$ cat src/sv/gsp_pkg.sv
// Shared types, register map and constant tables for the gas sensor ppm converter.
package gsp_pkg;

    // Fixed field widths
    localparam int ADC_W      = 12;
    localparam int UPTIME_W   = 32;
    localparam int PPM_W      = 20;
    localparam int LOG_IN_W   = 24;   // widest operand of the log unit (curve_scale)
    localparam int LOG_W      = 21;   // unsigned log2 result, Q5.16
    localparam int LOG0_W     = 24;   // stored clean-air log, signed Q8.16
    localparam int FRAC_W     = 16;
    localparam int MANT_W     = 31;   // normalised mantissa, Q1.30
    localparam int DIV_STEPS  = 36;
    localparam int SQ_STEPS   = 16;

    localparam logic [PPM_W-1:0]    PPM_MAX   = '1;
    localparam logic [LOG_IN_W-1:0] CAL_PPM   = 24'd20;
    localparam logic [2:0]          LOAD_RES  = 3'd5;
    localparam logic signed [21:0]  SCALE_OFS = 22'sd524288;   // 8.0 in Q.16
    localparam logic signed [37:0]  LOG0_MAX  = 38'sd8388607;
    localparam logic signed [37:0]  LOG0_MIN  = -38'sd8388608;

    // Register indexes on the configuration port
    typedef enum logic [1:0] {
        REG_CAL_WINDOW = 2'd0,
        REG_SCALE      = 2'd1,
        REG_EXPONENT   = 2'd2,
        REG_UNUSED     = 2'd3
    } reg_idx_t;

    typedef struct packed {
        logic [15:0]        cal_window_ms;
        logic [23:0]        curve_scale;
        logic signed [15:0] curve_exponent;
    } cfg_t;

    typedef struct packed {
        logic [ADC_W-1:0]    adc_sample;
        logic [UPTIME_W-1:0] uptime_ms;
    } in_item_t;

    typedef struct packed {
        logic [PPM_W-1:0] ppm;
        logic             saturated;
        logic             calibrating;
        logic             calibrated;
    } out_item_t;

    typedef enum logic [2:0] {
        ST_IDLE,
        ST_LOG_NORM,
        ST_LOG_SQ,
        ST_DIV,
        ST_LP,
        ST_EXP,
        ST_ROUND,
        ST_DONE
    } state_t;

    // Integer square root, elaboration-time use only
    function automatic logic [63:0] isqrt64(input logic [63:0] v_in);
        logic [63:0] v;
        logic [63:0] res;
        logic [63:0] bitv;
        v    = v_in;
        res  = '0;
        bitv = 64'd1 << 62;
        while (bitv > v) bitv = bitv >> 2;
        while (bitv != 0) begin
            if (v >= res + bitv) begin
                v   = v - (res + bitv);
                res = (res >> 1) + bitv;
            end
            else begin
                res = res >> 1;
            end
            bitv = bitv >> 2;
        end
        return res;
    endfunction

    // 2^(2^-(k+1)) in Q1.30 by repeated square roots, elaboration-time use only
    function automatic logic [31:0] exp2_factor(input int k);
        logic [63:0] c;
        c = 64'd2 << 30;
        for (int j = 0; j <= k; j++) c = isqrt64(c << 30);
        return c[31:0];
    endfunction

    localparam logic [31:0] EXP_C [SQ_STEPS] = '{
        exp2_factor(0),  exp2_factor(1),  exp2_factor(2),  exp2_factor(3),
        exp2_factor(4),  exp2_factor(5),  exp2_factor(6),  exp2_factor(7),
        exp2_factor(8),  exp2_factor(9),  exp2_factor(10), exp2_factor(11),
        exp2_factor(12), exp2_factor(13), exp2_factor(14), exp2_factor(15)
    };

endpackage

$ cat src/sv/gas_sensor_ppm_converter.sv
// Top level: configuration registers, input handshake and output register.
//
//   channel   direction  handshake            payload
//   in        in         in_valid / in_stall  gsp_pkg::in_item_t
//   out       out        out_valid / out_stall gsp_pkg::out_item_t
//   apb       in/out     psel, penable        paddr, pwdata, prdata
//
// A transaction reaches the output register after four log2 evaluations, a shift-subtract
// divide when it recalibrates, a power-law step, 16 exp2 steps, a rounding step and a
// hand-over state; the log2, power-law and exp2 steps share one 33x33 multiplier. With no
// power law, or with one out of range, it goes straight to the hand-over state.
// in_stall is high until the result is in the output register, so the next sample is
// taken only after that. Reset restores default configuration and forgets the clean-air
// resistance. A stalled result holds while the next sample is worked.
module gas_sensor_ppm_converter #(
    parameter int ADC_BITS = 12
) (
    input  logic               clk,
    input  logic               rst_n,
    input  logic               in_valid,
    output logic               in_stall,
    input  gsp_pkg::in_item_t  in_data,
    output logic               out_valid,
    input  logic               out_stall,
    output gsp_pkg::out_item_t out_data,
    input  logic               psel,
    input  logic               penable,
    input  logic               pwrite,
    input  logic [3:0]         paddr,
    input  logic [31:0]        pwdata,
    output logic [31:0]        prdata,
    output logic               pready
);

    gsp_pkg::cfg_t      cfg_reg, cfg_next;
    logic               out_valid_reg, out_valid_next;
    gsp_pkg::out_item_t out_data_reg, out_data_next;
    logic               core_busy;
    logic               res_valid;
    logic               res_take;
    gsp_pkg::out_item_t res_data;
    gsp_pkg::reg_idx_t  reg_idx;

    // Register writes and reads
    always_comb
    begin
        reg_idx  = gsp_pkg::reg_idx_t'(paddr[3:2]);
        pready   = 1'b1;
        cfg_next = cfg_reg;
        if (psel && penable && pwrite)
        begin
            case (reg_idx)
                gsp_pkg::REG_CAL_WINDOW: cfg_next.cal_window_ms  = pwdata[15:0];
                gsp_pkg::REG_SCALE:      cfg_next.curve_scale    = pwdata[23:0];
                gsp_pkg::REG_EXPONENT:   cfg_next.curve_exponent = $signed(pwdata[15:0]);
                default:
                begin
                end
            endcase
        end
        case (reg_idx)
            gsp_pkg::REG_CAL_WINDOW: prdata = {16'd0, cfg_reg.cal_window_ms};
            gsp_pkg::REG_SCALE:      prdata = {8'd0, cfg_reg.curve_scale};
            gsp_pkg::REG_EXPONENT:   prdata = {16'd0, cfg_reg.curve_exponent};
            default:                 prdata = '0;
        endcase
    end

    always_ff @(posedge clk or negedge rst_n)
    begin
        if (!rst_n)
        begin
            cfg_reg.cal_window_ms  <= 16'd3000;
            cfg_reg.curve_scale    <= 24'd157158;
            cfg_reg.curve_exponent <= -16'sd8495;
        end
        else
        begin
            cfg_reg <= cfg_next;
        end
    end

    // Sequencer and datapath
    gsp_core #(
        .ADC_BITS (ADC_BITS)
    ) u_core (
        .clk       (clk),
        .rst_n     (rst_n),
        .start     (in_valid && !in_stall),
        .in_data   (in_data),
        .cfg       (cfg_reg),
        .busy      (core_busy),
        .res_valid (res_valid),
        .res_take  (res_take),
        .res_data  (res_data)
    );

    // Output register
    always_comb
    begin
        in_stall       = core_busy;
        res_take       = res_valid && (!out_valid_reg || !out_stall);
        out_data_next  = res_take ? res_data : out_data_reg;
        if (res_take)       out_valid_next = 1'b1;
        else if (out_stall) out_valid_next = out_valid_reg;
        else                out_valid_next = 1'b0;
        out_valid      = out_valid_reg;
        out_data       = out_data_reg;
    end

    always_ff @(posedge clk or negedge rst_n)
    begin
        if (!rst_n) out_valid_reg <= 1'b0;
        else        out_valid_reg <= out_valid_next;
    end

    always_ff @(posedge clk)
    begin
        out_data_reg <= out_data_next;
    end

endmodule

$ cat src/sv/gsp_core.sv
// Sequencer and shared multiplier datapath: log2, calibration divide, power law, exp2.
module gsp_core #(
    parameter int ADC_BITS = 12
) (
    input  logic              clk,
    input  logic              rst_n,
    input  logic              start,
    input  gsp_pkg::in_item_t in_data,
    input  gsp_pkg::cfg_t     cfg,
    output logic              busy,
    output logic              res_valid,
    input  logic              res_take,
    output gsp_pkg::out_item_t res_data
);

    localparam logic [ADC_BITS-1:0] FULL = '1;

    gsp_pkg::state_t state_reg, state_next;

    logic [1:0]                 log_idx_reg, log_idx_next;
    logic [5:0]                 cnt_reg, cnt_next;
    logic [ADC_BITS-1:0]        a_reg, a_next;
    logic                       sat_reg, sat_next;
    logic                       cal_reg, cal_next;
    logic [gsp_pkg::MANT_W-1:0] m_reg, m_next;
    logic [gsp_pkg::FRAC_W-1:0] frac_reg, frac_next;
    logic [4:0]                 p_reg, p_next;
    logic [gsp_pkg::LOG_W-1:0]  la_reg, la_next;
    logic signed [21:0]         lrs_reg, lrs_next;
    logic signed [21:0]         lscale_reg, lscale_next;
    logic [16:0]                rem_reg, rem_next;
    logic [35:0]                quo_reg, quo_next;
    logic                       neg_reg, neg_next;
    logic signed [23:0]         l0_reg, l0_next;
    logic                       l0_valid_reg, l0_valid_next;
    logic [31:0]                r_reg, r_next;
    logic [gsp_pkg::FRAC_W-1:0] f_reg, f_next;
    logic signed [14:0]         ip_reg, ip_next;
    logic [gsp_pkg::PPM_W-1:0]  ppm_reg, ppm_next;

    // Input sample, masked to the converter width and clamped off the rails
    logic [ADC_BITS+11:0] adc_ext;
    logic [ADC_BITS-1:0]  adc_in;
    logic [ADC_BITS-1:0]  adc_clamped;
    logic                 adc_rail;
    logic                 cal_cond;

    always_comb
    begin
        adc_ext     = {{ADC_BITS{1'b0}}, in_data.adc_sample};
        adc_in      = adc_ext[ADC_BITS-1:0];
        adc_rail    = (adc_in == '0) || (adc_in == FULL);
        adc_clamped = (adc_in == '0) ? ADC_BITS'(1) :
                      (adc_in == FULL) ? FULL - ADC_BITS'(1) : adc_in;
        cal_cond    = ({16'd0, in_data.uptime_ms} < {32'd0, cfg.cal_window_ms}) &&
                      (cfg.curve_scale != '0) && (cfg.curve_exponent != '0);
    end

    // Log unit operand select and leading-one search
    logic [ADC_BITS-1:0]           rdiff;
    logic [gsp_pkg::LOG_IN_W-1:0]  log_x;
    logic [4:0]                    lead;

    always_comb
    begin
        rdiff = FULL - a_reg;
        case (log_idx_reg)
            2'd0:    log_x = gsp_pkg::LOG_IN_W'({rdiff, 2'b00}) +
                             gsp_pkg::LOG_IN_W'(rdiff);
            2'd1:    log_x = gsp_pkg::LOG_IN_W'(a_reg);
            2'd2:    log_x = cfg.curve_scale;
            default: log_x = gsp_pkg::CAL_PPM;
        endcase
        lead = '0;
        for (int i = 0; i < gsp_pkg::LOG_IN_W; i++)
        begin
            if (log_x[i]) lead = 5'(i);
        end
    end

    // Shared multiplier
    logic signed [32:0] mul_a, mul_b;
    logic signed [65:0] mul_p;

    always_comb
    begin
        case (state_reg)
            gsp_pkg::ST_LOG_SQ:
            begin
                mul_a = $signed({2'b00, m_reg});
                mul_b = $signed({2'b00, m_reg});
            end
            gsp_pkg::ST_LP:
            begin
                mul_a = 33'(cfg.curve_exponent);
                mul_b = 33'(26'(lrs_reg) - 26'(l0_reg));
            end
            gsp_pkg::ST_EXP:
            begin
                mul_a = $signed({1'b0, r_reg});
                mul_b = $signed({1'b0, gsp_pkg::EXP_C[cnt_reg[3:0]]});
            end
            default:
            begin
                mul_a = '0;
                mul_b = '0;
            end
        endcase
        mul_p = mul_a * mul_b;
    end

    // Derived values used by the log, divide, power-law and rounding steps
    logic [31:0]               sq;
    logic [gsp_pkg::MANT_W-1:0] sq_m;
    logic                      sq_bit;
    logic [gsp_pkg::FRAC_W-1:0] frac_upd;
    logic [gsp_pkg::LOG_W-1:0] log_val;
    logic signed [22:0]        dlog;
    logic [22:0]               dmag;
    logic [16:0]               emag_w;
    logic [15:0]               emag;
    logic [16:0]               div_t;
    logic                      div_ge;
    logic [16:0]               rem_upd;
    logic [35:0]               quo_upd;
    logic signed [37:0]        qs;
    logic signed [37:0]        l0_wide;
    logic signed [23:0]        l0_sat;
    logic signed [29:0]        prod_fl;
    logic signed [30:0]        lp;
    logic signed [14:0]        lp_ip;
    logic [4:0]                shamt;
    logic [32:0]               rsum;
    logic [32:0]               rshift;

    always_comb
    begin
        sq       = mul_p[61:30];
        sq_bit   = sq[31];
        sq_m     = sq_bit ? sq[31:1] : sq[30:0];
        frac_upd = {frac_reg[14:0], sq_bit};
        log_val  = {p_reg, frac_upd};
        dlog     = 23'($signed({1'b0, log_val})) - 23'(lscale_reg);
        dmag     = dlog[22] ? 23'(-dlog) : dlog;
        emag_w   = cfg.curve_exponent[15] ? 17'(-18'(cfg.curve_exponent)) :
                                           17'(cfg.curve_exponent);
        emag     = emag_w[15:0];
        div_t    = {rem_reg[15:0], quo_reg[35]};
        div_ge   = div_t >= {1'b0, emag};
        rem_upd  = div_ge ? div_t - {1'b0, emag} : div_t;
        quo_upd  = {quo_reg[34:0], div_ge};
        qs       = neg_reg ? -$signed({2'b00, quo_upd}) : $signed({2'b00, quo_upd});
        l0_wide  = 38'(lrs_reg) - qs;
        if (l0_wide > gsp_pkg::LOG0_MAX)      l0_sat = 24'(gsp_pkg::LOG0_MAX);
        else if (l0_wide < gsp_pkg::LOG0_MIN) l0_sat = 24'(gsp_pkg::LOG0_MIN);
        else                                  l0_sat = l0_wide[23:0];
        prod_fl  = mul_p[41:12];
        lp       = 31'(lscale_reg) + 31'(prod_fl);
        lp_ip    = lp[30:16];
        shamt    = 5'd30 - 5'(ip_reg);
        rsum     = {1'b0, r_reg} + (33'd1 << (shamt - 5'd1));
        rshift   = rsum >> shamt;
    end

    // Next state
    always_comb
    begin
        state_next = state_reg;
        case (state_reg)
            gsp_pkg::ST_IDLE:
                if (start) state_next = gsp_pkg::ST_LOG_NORM;
            gsp_pkg::ST_LOG_NORM:
                state_next = gsp_pkg::ST_LOG_SQ;
            gsp_pkg::ST_LOG_SQ:
                if (cnt_reg == 6'(gsp_pkg::SQ_STEPS - 1))
                begin
                    if (log_idx_reg != 2'd3)  state_next = gsp_pkg::ST_LOG_NORM;
                    else if (cal_reg)         state_next = gsp_pkg::ST_DIV;
                    else if (l0_valid_reg && cfg.curve_scale != '0)
                                              state_next = gsp_pkg::ST_LP;
                    else                      state_next = gsp_pkg::ST_DONE;
                end
            gsp_pkg::ST_DIV:
                if (cnt_reg == 6'(gsp_pkg::DIV_STEPS - 1)) state_next = gsp_pkg::ST_LP;
            gsp_pkg::ST_LP:
                if (lp_ip >= 15'sd20 || lp_ip < -15'sd1) state_next = gsp_pkg::ST_DONE;
                else                                     state_next = gsp_pkg::ST_EXP;
            gsp_pkg::ST_EXP:
                if (cnt_reg == 6'(gsp_pkg::SQ_STEPS - 1)) state_next = gsp_pkg::ST_ROUND;
            gsp_pkg::ST_ROUND:
                state_next = gsp_pkg::ST_DONE;
            gsp_pkg::ST_DONE:
                if (res_take) state_next = gsp_pkg::ST_IDLE;
            default:
                state_next = gsp_pkg::ST_IDLE;
        endcase
    end

    // Datapath updates
    always_comb
    begin
        log_idx_next  = log_idx_reg;
        cnt_next      = cnt_reg;
        a_next        = a_reg;
        sat_next      = sat_reg;
        cal_next      = cal_reg;
        m_next        = m_reg;
        frac_next     = frac_reg;
        p_next        = p_reg;
        la_next       = la_reg;
        lrs_next      = lrs_reg;
        lscale_next   = lscale_reg;
        rem_next      = rem_reg;
        quo_next      = quo_reg;
        neg_next      = neg_reg;
        l0_next       = l0_reg;
        l0_valid_next = l0_valid_reg;
        r_next        = r_reg;
        f_next        = f_reg;
        ip_next       = ip_reg;
        ppm_next      = ppm_reg;
        case (state_reg)
            gsp_pkg::ST_IDLE:
                if (start)
                begin
                    a_next       = adc_clamped;
                    sat_next     = adc_rail;
                    cal_next     = cal_cond;
                    log_idx_next = 2'd0;
                    ppm_next     = '0;
                end
            gsp_pkg::ST_LOG_NORM:
            begin
                p_next    = lead;
                m_next    = gsp_pkg::MANT_W'({7'd0, log_x} << (5'd30 - lead));
                frac_next = '0;
                cnt_next  = '0;
            end
            gsp_pkg::ST_LOG_SQ:
            begin
                m_next    = sq_m;
                frac_next = frac_upd;
                cnt_next  = cnt_reg + 6'd1;
                if (cnt_reg == 6'(gsp_pkg::SQ_STEPS - 1))
                begin
                    log_idx_next = log_idx_reg + 2'd1;
                    cnt_next     = '0;
                    case (log_idx_reg)
                        2'd0:    la_next     = log_val;
                        2'd1:    lrs_next    = $signed({1'b0, la_reg}) -
                                               $signed({1'b0, log_val});
                        2'd2:    lscale_next = $signed({1'b0, log_val}) -
                                               gsp_pkg::SCALE_OFS;
                        default:
                        begin
                            rem_next = '0;
                            quo_next = {1'b0, dmag, 12'd0};
                            neg_next = dlog[22] ^ cfg.curve_exponent[15];
                        end
                    endcase
                end
            end
            gsp_pkg::ST_DIV:
            begin
                rem_next = rem_upd;
                quo_next = quo_upd;
                cnt_next = cnt_reg + 6'd1;
                if (cnt_reg == 6'(gsp_pkg::DIV_STEPS - 1))
                begin
                    l0_next       = l0_sat;
                    l0_valid_next = 1'b1;
                end
            end
            gsp_pkg::ST_LP:
            begin
                r_next   = 32'd1 << 30;
                f_next   = lp[15:0];
                ip_next  = lp_ip;
                cnt_next = '0;
                if (lp_ip >= 15'sd20)
                begin
                    ppm_next = gsp_pkg::PPM_MAX;
                    sat_next = 1'b1;
                end
            end
            gsp_pkg::ST_EXP:
            begin
                if (f_reg[4'd15 - cnt_reg[3:0]]) r_next = mul_p[61:30];
                cnt_next = cnt_reg + 6'd1;
            end
            gsp_pkg::ST_ROUND:
                if (rshift > 33'(gsp_pkg::PPM_MAX))
                begin
                    ppm_next = gsp_pkg::PPM_MAX;
                    sat_next = 1'b1;
                end
                else
                begin
                    ppm_next = rshift[gsp_pkg::PPM_W-1:0];
                end
            default:
            begin
            end
        endcase
    end

    // Registers
    always_ff @(posedge clk or negedge rst_n)
    begin
        if (!rst_n)
        begin
            state_reg    <= gsp_pkg::ST_IDLE;
            l0_reg       <= '0;
            l0_valid_reg <= 1'b0;
        end
        else
        begin
            state_reg    <= state_next;
            l0_reg       <= l0_next;
            l0_valid_reg <= l0_valid_next;
        end
    end

    always_ff @(posedge clk)
    begin
        log_idx_reg <= log_idx_next;
        cnt_reg     <= cnt_next;
        a_reg       <= a_next;
        sat_reg     <= sat_next;
        cal_reg     <= cal_next;
        m_reg       <= m_next;
        frac_reg    <= frac_next;
        p_reg       <= p_next;
        la_reg      <= la_next;
        lrs_reg     <= lrs_next;
        lscale_reg  <= lscale_next;
        rem_reg     <= rem_next;
        quo_reg     <= quo_next;
        neg_reg     <= neg_next;
        r_reg       <= r_next;
        f_reg       <= f_next;
        ip_reg      <= ip_next;
        ppm_reg     <= ppm_next;
    end

    // Outputs
    always_comb
    begin
        busy                 = state_reg != gsp_pkg::ST_IDLE;
        res_valid            = state_reg == gsp_pkg::ST_DONE;
        res_data.ppm         = ppm_reg;
        res_data.saturated   = sat_reg;
        res_data.calibrating = cal_reg;
        res_data.calibrated  = l0_valid_reg;
    end

endmodule

$ cat config.mk
export PLATFORM = sky130hd
export DESIGN_NAME = gas_sensor_ppm_converter
export DESIGN_NICKNAME = d
export VERILOG_FILES = /design/src/sv/gsp_pkg.sv /design/src/sv/gas_sensor_ppm_converter.sv /design/src/sv/gsp_core.sv
export SDC_FILE = /design/constraint.sdc
export NUM_CORES = 2
export LEC_CHECK = 0
export ABC_AREA = 0
export BUFFER_PORTS_ARGS = -buffer_cell sky130_fd_sc_hd__buf_2
export CAP_MARGIN = 20
export CORE_ASPECT_RATIO = 1.1
export CORE_UTILIZATION = 55
export DETAILED_ROUTE_END_ITERATION = 12
export HOLD_SLACK_MARGIN = 0.12
export PLACE_DENSITY = 0.71
export SYNTH_ARGS = -nofsm -noshare
export SYNTH_HDL_FRONTEND = slang
export SYNTH_SLANG_ARGS = --single-unit
$ cat constraint.sdc
create_clock -name clk -period 18.8 [get_ports clk]
set_clock_uncertainty 0.2 [all_clocks]
set_input_delay 0 -clock clk [delete_from_list [all_inputs] [get_ports clk]]
set_output_delay 0 -clock clk [all_outputs]
set_load 0.005 [all_outputs]
==> reports/results.txt <==
Placer Congestion = 1.027
Worst endpoint required time = 18,920 ps
Area of the die = 0.1240 mm^2
Final nets = 9,332
Unrepaired setup endpoints after global routing = false
Post-CTS Resized = 0
Seq/Total Area, Yosys = 0.1599
Remaining antenna violation count = 0
WHS Path Cells = 0
Routed vias/inst = 6.045
Crit-path max cell delay = 860 ps
CTS tree = done
Crit end category = flip-flop
IO Pins = 145
WHS Endpoint = out_data[3]
Via count = 56,620
Reg2reg end = u_core.quo_reg[32]
Core area = 0.1214 mm^2
FP Rows = 134
Max FFs per register = 56
Max Fclk = 60.59 MHz
Clock latency on the worst-skew pair = 610 ps
Worst hold start = u_core.ppm_reg[0]
Worst relative slew slack = 0.1606
First-pass GRT wire length = 349.9 mm
Die Span X = 335.8 um
Max Transition Viols Final = 0
Commonest non-fill, non-tap cells in the layout = 1,389 x inv_1, 1,107 x fa_1, 1,021 x nand2_1
Number of H-tree levels = 2
DRT Wirelength = 228.8 mm
IO Port Bufs = 125
CTS Sinks = 372
Die span in y = 369.2 um
Distinct cells, synth = 98
Most numerous cell on the critical path = fa_1
Max cap viols = 0
Synth warnings = 0
Clk root buf = clkbuf_16
Worst-case clock buffer depth = 3
Cells after Synth = 7,621
Share of cells above drive strength 1 = 0.06649
Post-synth EDFFs = 287
Largest net degree at the start of global routing = 71
Final hold viol count = 0
Initial antenna violation count = 3
Per-cell routed wire length = 24.43 um
Worst-path cell with the longest stage delay = o21a_1
Period utilization = 0.8779
CP Launch Type = flip-flop
Outcome = finished clean
Most used DFF post-synth = edfxtp_1
Area delta synth->final = 7.782%
Detailed Route Iter0 Violations = 5,383
Min Tclk post-route = 16,510 ps
WP data arrival = 16,630 ps
Synthesized area = 0.06740 mm^2
Initial Util = 0.5553
Dpl hpwl = 178.3 mm
Worst slew pin tran = 1250 ps
Global route overflow = 0
Maximum net fanout on the critical path = 16
Clk slew on worst S/H paths = 70 ps
Setup_tns = 0 ps
Number of global-route vias before repair = 57,760
Ys async rst share = 0.2285
Tot GR Track Use = 0.3765
Avg Cell Area, Syn = 8.844 um^2
Final setup fails = 0
WS Path Type = reg -> reg
Number of synthesized register bits = 372
R2r setup slk = 2290 ps
CTS Buf Count = 37
Reg-to-reg startpoint = u_core.l0_reg[0]
Hold crit path type = reg -> reg
DRC viols = 0
FF-to-FF path depth = 59
TritonRoute pass-1 iters = 6
Commonest non-fill, non-tap cell in the layout = inv_1
==> critical path, delay by kind of cell (launching register included) <==
kind	cells	cell delay (ps)
xor gates and xnor gates	4	1120
DFF	1	390
AOI/OAI and AO/OA	23	5560
buffers and inverters	7	350
adders and majority gates	13	5520
and+or+nand+nor	12	3040
==> repair_timing <==
item	in CTS	in global routing
hold endpoints to repair	174	0
hold buffers	124	0
setup buffers	0	0
==> cell usage after synthesis, types with 34 or more instances <==
master / n / area (um^2)
and2_1: 116 / 725.7
or3_1: 34 / 212.7
ha_1: 436 / 5455
edfxtp_1: 287 / 8618
nand3_1: 73 / 365.4
a21oi_1: 277 / 1386
fa_1: 1107 / 22160
o21ai_0: 237 / 1186
nand2b_1: 62 / 387.9
nor2b_1: 59 / 369.1
o21a_1: 51 / 382.9
a221oi_1: 37 / 324.1
mux2i_1: 119 / 1191
a31oi_1: 35 / 219.0
nor3_1: 64 / 320.3
inv_1: 1390 / 5218
clkbuf_1: 311 / 1167
a211oi_1: 56 / 420.4
mux2_2: 67 / 754.5
nor2_1: 706 / 2650
o21ai_1: 64 / 320.3
xor2_1: 133 / 1165
dfrtp_1: 58 / 1451
nand2_1: 1021 / 3832
xnor2_1: 161 / 1410
a21o_1: 90 / 675.7
==> layout make-up <==
type                    count  area, um^2
repair buffers            387        2967
flip-flops and latches    372       10780
multi-input cells        5512       50350
inverters                1392        5225
well taps                1632        2042
fillers                 10540       48740
clock buffers              45        1017
clock inverters            23       254.0
diodes                      3       7.507
==> stage by stage <==
stage / utilization / worst slack, ps / hold WS [ps] / instance area, um^2 / cells
final: 0.5985 / 2295 / 204.4 / 72650 / 9366
after floorplan: - / 4493 / -495.6 / 67430 / 7628
after detailed placement: 0.5773 / 2580 / -231.0 / 70080 / 9168
after CTS: 0.5981 / 2498 / 197.7 / 72600 / 9360
after global routing: 0.5984 / 1599 / 210.2 / 72640 / 9364
after global placement: 0.5769 / 2696 / -240.5 / 70030 / 9166
==> routing by layer <==
layer | track usage | vias up | wire [um]
met1 | 0.4725 | 28170 | 84410
met3 | 0.09470 | 816 | 24880
met4 | 0.2265 | 4 | 16850
met5 | 0 | - | 34
met2 | 0.5867 | 3099 | 102600
li1 | - | 24530 | -
==> worst max path at each step <==
stage                          to        startpoint  cells past startpoint  slack, ps
6_report       u_core.quo_reg[32]  u_core.l0_reg[0]                     59       2290
2_1_floorplan  u_core.quo_reg[32]  u_core.l0_reg[0]                     54       4490
3_3_place_gp   u_core.quo_reg[32]  u_core.l0_reg[0]                     54       2700
5_1_grt        u_core.quo_reg[33]  u_core.l0_reg[0]                     52       1600
4_1_cts        u_core.quo_reg[32]  u_core.l0_reg[0]                     52       2500
3_5_place_dp   u_core.quo_reg[32]  u_core.l0_reg[0]                     52       2580
==> cells by family (layout without fill, tap and decap cells) <==
family | after synthesis | count (layout) | share of synthesized area
fa+ha+maj | 1543 | 1543 | 0.4097
mux | 196 | 196 | 0.03204
buf+inv | 1744 | 1847 | 0.09779
xor+xnor | 295 | 295 | 0.03845
simple gates | 2297 | 2297 | 0.1483
other cells | 2 | 12 | 0.0001114
compound gates | 1172 | 1172 | 0.1136
flops | 372 | 372 | 0.1599
Power is not shown: default switching activity piles up to over one toggle a cycle in this logic, so the estimate is an artifact.
